<file path="config.mk">
export PLATFORM = sky130hd
export DESIGN_NAME = insertion_sorter_unit
export DESIGN_NICKNAME = d
export VERILOG_FILES = /design/src/isort_pkg.sv /design/src/isort_cell.sv /design/src/insertion_sorter_unit.sv
export SDC_FILE = /design/constraint.sdc
export NUM_CORES = 2
export LEC_CHECK = 0
export BUFFER_PORTS_ARGS = -buffer_cell sky130_fd_sc_hd__buf_2
export CAP_MARGIN = 20
export CORE_MARGIN = 1
export CORE_UTILIZATION = 61
export CTS_BUF_LIST = sky130_fd_sc_hd__clkbuf_8 sky130_fd_sc_hd__clkbuf_16
export DETAILED_ROUTE_END_ITERATION = 8
export GPL_TIMING_DRIVEN = 1
export HOLD_SLACK_MARGIN = 0.05
export PLACE_DENSITY = 0.77
export SKIP_LAST_GASP = 1
export SLEW_MARGIN = 20
export SYNTH_ARGS = -nofsm -noshare
export SYNTH_HDL_FRONTEND = slang
export SYNTH_SLANG_ARGS = --single-unit
</file>
<file path="constraint.sdc">
create_clock -name clk -period 5.7 [get_ports clk]
set_input_delay 0.855 -clock clk [delete_from_list [all_inputs] [get_ports clk]]
set_output_delay 0.855 -clock clk [all_outputs]
set_load 0.02 [all_outputs]
</file>
<file path="src/isort_pkg.sv">
// Package for the insertion sorter: beat payload types, the link between
// neighboring cells, the controller state type and default sizes.
// No dependencies.
package isort_pkg;

	localparam int CAPACITY_DEF = 32;
	localparam int VALUE_W = 32;

	typedef struct packed {
		logic signed [VALUE_W-1:0] value;
		logic last;
	} item_t;

	typedef struct packed {
		logic signed [VALUE_W-1:0] sorted_value;
		logic final_res;
		logic overflow;
	} result_t;

	typedef struct packed {
		logic valid;
		logic gt;
		logic signed [VALUE_W-1:0] value;
	} cell_link_t;

	typedef enum logic {
		ST_FILL,
		ST_DRAIN
	} sort_state_t;

endpackage

</file>
<file path="src/isort_cell.sv">
// One cell of the insertion chain: holds one value and its valid bit.
// Depends on isort_pkg for the neighbor link type.
module isort_cell import isort_pkg::*; (
	input  logic clk,
	input  logic arst_n,
	input  logic ins_en,
	input  logic shift_en,
	input  logic signed [VALUE_W-1:0] ins_value,
	input  cell_link_t left,
	input  cell_link_t right,
	output cell_link_t link
);

	logic valid_q;
	logic signed [VALUE_W-1:0] value_q;
	logic gt;
	logic take;

	assign gt = valid_q && (value_q > ins_value);
	// A cell changes on insertion when its value moves right or it is the first free slot.
	assign take = gt || (!valid_q && left.valid);

	always_ff @(posedge clk or negedge arst_n) begin
		if (!arst_n) begin
			valid_q <= 1'b0;
		end else if (shift_en) begin
			valid_q <= right.valid;
		end else if (ins_en && take) begin
			valid_q <= 1'b1;
		end
	end

	always_ff @(posedge clk) begin
		if (shift_en) begin
			value_q <= right.value;
		end else if (ins_en && take) begin
			value_q <= left.gt ? left.value : ins_value;
		end
	end

	assign link = '{valid: valid_q, gt: gt, value: value_q};

endmodule

</file>
<file path="src/insertion_sorter_unit.sv">
// Insertion sorter top level: a chain of isort_cell instances and the drain control.
// Depends on isort_pkg and isort_cell.
//
// The item channel takes one signed value per beat; the beat with last set
// closes the set. Every cell compares its value with the incoming one in
// parallel, so while a set is being filled one beat is taken every cycle.
// Equal values keep their arrival order. Values beyond CAPACITY are dropped.
// After the closing beat the chain shifts toward its head once per cycle and
// the result channel emits the held values in ascending order, one per beat,
// final_res on the last and overflow on all of them if anything was dropped.
// result_valid rises after the closing beat has put the controller into
// ST_DRAIN and the head value is loaded into the result register. While the
// chain drains, item_stall is high. A stalled result holds in the output
// register and stops the drain. Once the last result is loaded the chain is
// empty and the next set may start, even while that result waits.
// Reset empties the chain and clears the result register's valid.
module insertion_sorter_unit import isort_pkg::*; #(
	parameter int CAPACITY = CAPACITY_DEF
) (
	input  logic clk,
	input  logic arst_n,
	input  logic item_valid,
	output logic item_stall,
	input  item_t item,
	output logic result_valid,
	input  logic result_stall,
	output result_t result
);

	cell_link_t links [CAPACITY];
	logic [CAPACITY-1:0] valid_vec;
	sort_state_t state_q, state_next;
	logic dropped_q;
	logic res_valid_q;
	result_t res_q;
	logic accept;
	logic full;
	logic ins_en;
	logic emit;
	logic emit_final;

	for (genvar i = 0; i < CAPACITY; i++) begin : g_cell
		cell_link_t left_link;
		cell_link_t right_link;
		if (i == 0) begin : g_head
			assign left_link = '{valid: 1'b1, gt: 1'b0, value: '0};
		end else begin : g_mid
			assign left_link = links[i-1];
		end
		if (i == CAPACITY - 1) begin : g_tail
			assign right_link = '{valid: 1'b0, gt: 1'b0, value: '0};
		end else begin : g_body
			assign right_link = links[i+1];
		end
		isort_cell u_cell (
			.clk       (clk),
			.arst_n    (arst_n),
			.ins_en    (ins_en),
			.shift_en  (emit),
			.ins_value (item.value),
			.left      (left_link),
			.right     (right_link),
			.link      (links[i])
		);
		assign valid_vec[i] = links[i].valid;
	end

	assign full = links[CAPACITY-1].valid;
	assign accept = item_valid && !item_stall;
	assign ins_en = accept && !full;
	assign emit_final = !links[1].valid;

	always_ff @(posedge clk or negedge arst_n) begin
		if (!arst_n) begin
			state_q <= ST_FILL;
		end else begin
			state_q <= state_next;
		end
	end

	always_comb begin
		state_next = state_q;
		item_stall = 1'b0;
		emit = 1'b0;
		unique case (state_q)
			ST_FILL: begin
				if (accept && item.last) begin
					state_next = ST_DRAIN;
				end
			end
			ST_DRAIN: begin
				item_stall = 1'b1;
				emit = !res_valid_q || !result_stall;
				if (emit && emit_final) begin
					state_next = ST_FILL;
				end
			end
			default: begin
				state_next = ST_FILL;
			end
		endcase
	end

	always_ff @(posedge clk or negedge arst_n) begin
		if (!arst_n) begin
			dropped_q <= 1'b0;
			res_valid_q <= 1'b0;
		end else begin
			if (accept && full) begin
				dropped_q <= 1'b1;
			end else if (emit && emit_final) begin
				dropped_q <= 1'b0;
			end
			if (emit) begin
				res_valid_q <= 1'b1;
			end else if (!result_stall) begin
				res_valid_q <= 1'b0;
			end
		end
	end

	always_ff @(posedge clk) begin
		if (emit) begin
			res_q <= '{sorted_value: links[0].value, final_res: emit_final,
				overflow: dropped_q};
		end
	end

	assign result_valid = res_valid_q;
	assign result = res_q;

`ifndef SYNTH
	a_contiguous: assert property (@(posedge clk) disable iff (!arst_n)
		((valid_vec & (valid_vec + 1'b1)) == '0))
		else $error("held values are not packed at the head of the chain");

	a_drain_nonempty: assert property (@(posedge clk) disable iff (!arst_n)
		(state_q == ST_DRAIN) |-> valid_vec[0])
		else $error("draining an empty chain");

	a_final_clears: assert property (@(posedge clk) disable iff (!arst_n)
		(emit && emit_final) |=> (state_q == ST_FILL) && !dropped_q && (valid_vec == '0))
		else $error("chain not cleared after the final result");

	a_insert_grows: assert property (@(posedge clk) disable iff (!arst_n)
		ins_en |=> ($countones(valid_vec) == $past($countones(valid_vec)) + 1))
		else $error("insertion did not add exactly one held value");
`endif

endmodule
</file>
# Word-level counts from Yosys, hierarchy flattened
# Index checks and enable logic that the tools add are counted.
# W data, S select, Z words.
# classes
n_mux	166
bitwise	1
n_lt_le_gt_ge	32
reduce_logical	202
n_eq_ne	1
# op_table
op	n
$mux W32	93
$gt A32 B32 Y1	32
$logic_and A1 B1 Y1	101
$mux W1	72
$reduce_bool A2 Y1	33
$logic_not A1 Y1	35
$logic_or A1 B1 Y1	33
$ne A2 B1 Y1 const B	1
$pmux W1 S2	1
$not A1 Y1	1
# totals
reg_bits	1093

# Logic depth before layout (Yosys ltp)
# logic_depth
depth_word	7
ltp_mapped	12
ltp_nobuf	9

# Hierarchy
# From an unflattened synthesis, not the netlist that was laid out.
# unflattened
hier_cells	8658
area_unflattened_um2	81371.8
# modules_own_cells
mod	seq_area_each_um2	area_per_inst_um2	cells_each	n_inst
isort_cell	985.9	2506.2	269	32
insertion_sorter_unit	1096.1	1174.9	50	1

# Worst setup path after synthesis
# OpenSTA, ideal clock, no wires.
# synth_path
path_kind	input -> register
startpoint	input port item[30] (netlist bit)
endpoint	register g_cell[20].u_cell.value_q[0] (enable)
t_arrival_ps	5881
path_slack_ps	-646
n_path_buf	2
path_stages	11
setup_time_ps	466
path_cell_list	clkbuf_1 > inv_1 > ha_1 > a21o_1 > a21o_1 > a221oi_1 > o31ai_1 > nor4_1 > clkbuf_1 > nor3_1 > o21ai_0
# synth_via
elab_chain_len	5
# synth_rtl
element	line_no	text
start, declared	insertion_sorter_unit.sv:24	input item_t item,
$gt A32 B32 Y1	isort_cell.sv:19	assign gt = valid_q && (value_q > ins_value);
$logic_and A1 B1 Y1	isort_cell.sv:19	
$logic_or A1 B1 Y1	isort_cell.sv:21	assign take = gt || (!valid_q && left.valid);
$logic_and A1 B1 Y1	isort_cell.sv:36	end else if (ins_en && take) begin
$reduce_bool A2 Y1 (no line)	-	
end signal, assigned	isort_cell.sv:35	value_q <= right.value;
end signal, assigned	isort_cell.sv:37	value_q <= left.gt ? left.value : ins_value;
end, declared	isort_cell.sv:15	logic signed [VALUE_W-1:0] value_q;
# No other way between the ends.
# A chain may end at the register's enable or synchronous reset.

# Worst setup path in the final report
# layout_path
startpoint	input port item[16] (netlist bit)
endpoint	register g_cell[25].u_cell.value_q[7] (enable)
# layout_via
elab_chain_len	5
# layout_rtl
element	line_no
$gt A32 B32 Y1	isort_cell.sv:19
$logic_and A1 B1 Y1	isort_cell.sv:19
$logic_or A1 B1 Y1	isort_cell.sv:21
$logic_and A1 B1 Y1	isort_cell.sv:36
$reduce_bool A2 Y1 (no line)	-
end signal, assigned	isort_cell.sv:35
end signal, assigned	isort_cell.sv:37
end, declared	isort_cell.sv:15
# No other way between the ends.

==> out/metrics.csv <==
metric,value,unit
status,completed,
largest net degree at the start of global routing,196,
Critical Path AT,4.76,ns
Mapped Area,79300,um2
ys flop type,edfxtp_1,
final setup vio count,0,
Psw,26.7,mW
clk_skew,0.0371,ns
Gate power share,0.466,
total of max-cap violations,0,
top cell type's share of synthesized area,0.388,
CTS Hold Bufs,0,
DR WL/cell,31.7,um
crit path launch,item[16],
Placed Instance Area,81900,um2
Rows,131,
R2R Setup Slk,1.61,ns
Ports,73,
Synth Register Bits,1093,
drt first pass iters,9,
Slew HR,0.230,
pwr/cell area,656,nW/um2
hold slack final,0.269,ns
DRT antenna net count,0,
GRT overflow,0,
post-cts sizing count,0,
htree depth,4,
CP Data Required Time,6.17,ns
TNS Setup,0,ns
final slew viol count,0,
TritonCTS clock tree,yes,
worst skew pair latency,0.80,ns
DRC errors left,0,
vias,79400,
Post-CTS Setup Bufs,0,
synth warn,0,
clock slew at reported path FFs,0.06,ns
Final Hold Viols,0,
Post-synth EDFFs,1026,
RSZ-0062 raised after global routing,false,
Fmax achieved,233,MHz
Starting Density,0.618,
fin crit period,4.30,ns
post-synth top area cell,edfxtp_1,
"count leader, synth",nand3_1,
final RePlAce weighted congestion,1.05,
Core ar.,128000,um2
IO Port Bufs,72,
dpl hpwl,225000,um
Final period util,0.754,
sw frac,0.472,
share of synthesized registers carrying an async set or reset,0.0320,
first-pass GRT wire length,475000,um
root buffer cell,clkbuf_16,
gr usage total,0.486,
Syn Nets,9816,
Worst Tran Pin Value,1.15,ns
Final Instance Area,86200,um2
sequential power share,0.384,
die area,132000,um2
CP Class,in -> reg,
cell count after synthesis,8787,
startpoint types,primary input,
CTS Buf Count,130,
"critical path fanouts, max",33,
syn avg cell area,9.03,um2
number of global-route vias before repair,73000,
clock group share of total power,0.150,
die outline width,363,um
die height,363,um
Register Area,32300,um2
Synth area leaders,"edfxtp_1 (39%), ha_1 (16%), a31oi_1 (7.5%)",
Post-synth top cells,"nand3_1 (1149), o21ai_0 (1135), edfxtp_1 (1026)",
Layout fillers,10400,
P_leak,34.0,nW
worst reg2reg path startpoint,g_cell[15].u_cell.value_q[25],
element type at the critical path end,flop,
sequential share of the synthesized area,0.407,
Yosys cell types,58,
Layout area overhead,8.59,%
clk buf depth,3,
drt total wl,329000,um
DR iter-0 viols,14800,
CTS Sinks,1093,
worst hold path type,in -> async,
Internal,29.8,mW
VDD IR max,781,uV
Multi-input gate area,44300,um2
share of post-route cells with drive strength above 1,0.0792,
antenna violations before repair,11,
# nets final,9571,
vias per std cell,7.64,
[final timing paths]
check | to | depth (start not counted)
setup / recovery | g_cell[25].u_cell.value_q[7] | 11
hold / removal | state_q | 2
setup reg to reg | g_cell[15].u_cell.value_q[21] | 9
hold reg to reg | result[0] | 0
max in group asynchronous | g_cell[17].u_cell.valid_q | 2
min in group clk | state_q | 3
[layer usage]
| metal | vias up | wire length, um | share of wire | GRT usage |
|---|---|---|---|---|
| li1 | 33600 | - | - | - |
| met1 | 37200 | 117000 | 0.35 | 0.641 |
| met2 | 6917 | 130000 | 0.40 | 0.668 |
| met3 | 1551 | 55800 | 0.17 | 0.174 |
| met4 | 8 | 26500 | 0.080 | 0.321 |
| met5 | - | 165 | 0.00050 | 0.00703 |
[cell families after synthesis]
logic type | Yosys count | synth area share
buffers and inverters | 828 | 0.0403
and+or+nand+nor | 2949 | 0.181
adders and majority gates | 992 | 0.156
DFF | 1093 | 0.407
AOI/OAI and AO/OA | 2925 | 0.215
[state kept, by name (all words and copies together) (netlist names)]
name and count:
g_cell.u_cell.value_q 1024, g_cell.u_cell.valid_q 32, state_q 1, result 34, result_valid 1, dropped_q 1
[worst max-delay path, cell delays in order]
cell      delay (ns)
buf_2           0.11
inv_2           0.78
buf_4           0.33
ha_1            0.18
nand4_1         0.18
a2111o_1        0.33
a21oi_1         0.40
o31a_1          0.87
nor3_1          0.16
o21ai_2         0.18
buf_4           0.30
[placed cells by master (no fill, tap or decap), types with 59 or more instances in the layout]
cell          n
nand3_1    1149
o21ai_0    1105
edfxtp_1   1026
ha_1        992
nor2_1      953
a31oi_1     931
a21oi_1     414
nand2_1     283
buf_4       252
nand4_1     223
clkbuf_16   134
a21o_1      123
and4_1      107
inv_1        97
buf_2        71
o211ai_1     67
nor2b_1      59
[stage by stage]
step	worst slack, ns	power [mW]	util	instances
6_report	1.40	56.5	0.671	10400
5_1_grt	1.30	59.1	0.671	10400
4_1_cts	1.58	55.0	0.671	10400
3_5_place_dp	0.782	46.6	0.638	10100
3_3_place_gp	0.792	45.4	0.638	10100
2_1_floorplan	0.0469	36.7	-	8787
[cell type report]
cell class	count	share of cell area
Timing Repair Buffer	348	0.0319
Tap cell	1729	0.0251
Inverter	103	0.00455
Clock buffer	147	0.0410
Sequential cell	1093	0.375
Multi-Input combinational cell	6866	0.514
Antenna cell	9	0.000261
Clock inverter	88	0.00773
[power by group through the flow]
stage          Combinational [mW]  Clock, mW  Sequential (mW)
4_1_cts                      25.4       8.39             21.2
3_3_place_gp                 24.1          0             21.3
5_1_grt                      28.8       8.67             21.7
6_report                     26.4       8.46             21.7
3_5_place_dp                 25.3          0             21.3
2_1_floorplan                18.2          0             18.5
Note: power is estimated with default switching activity, not from simulation.
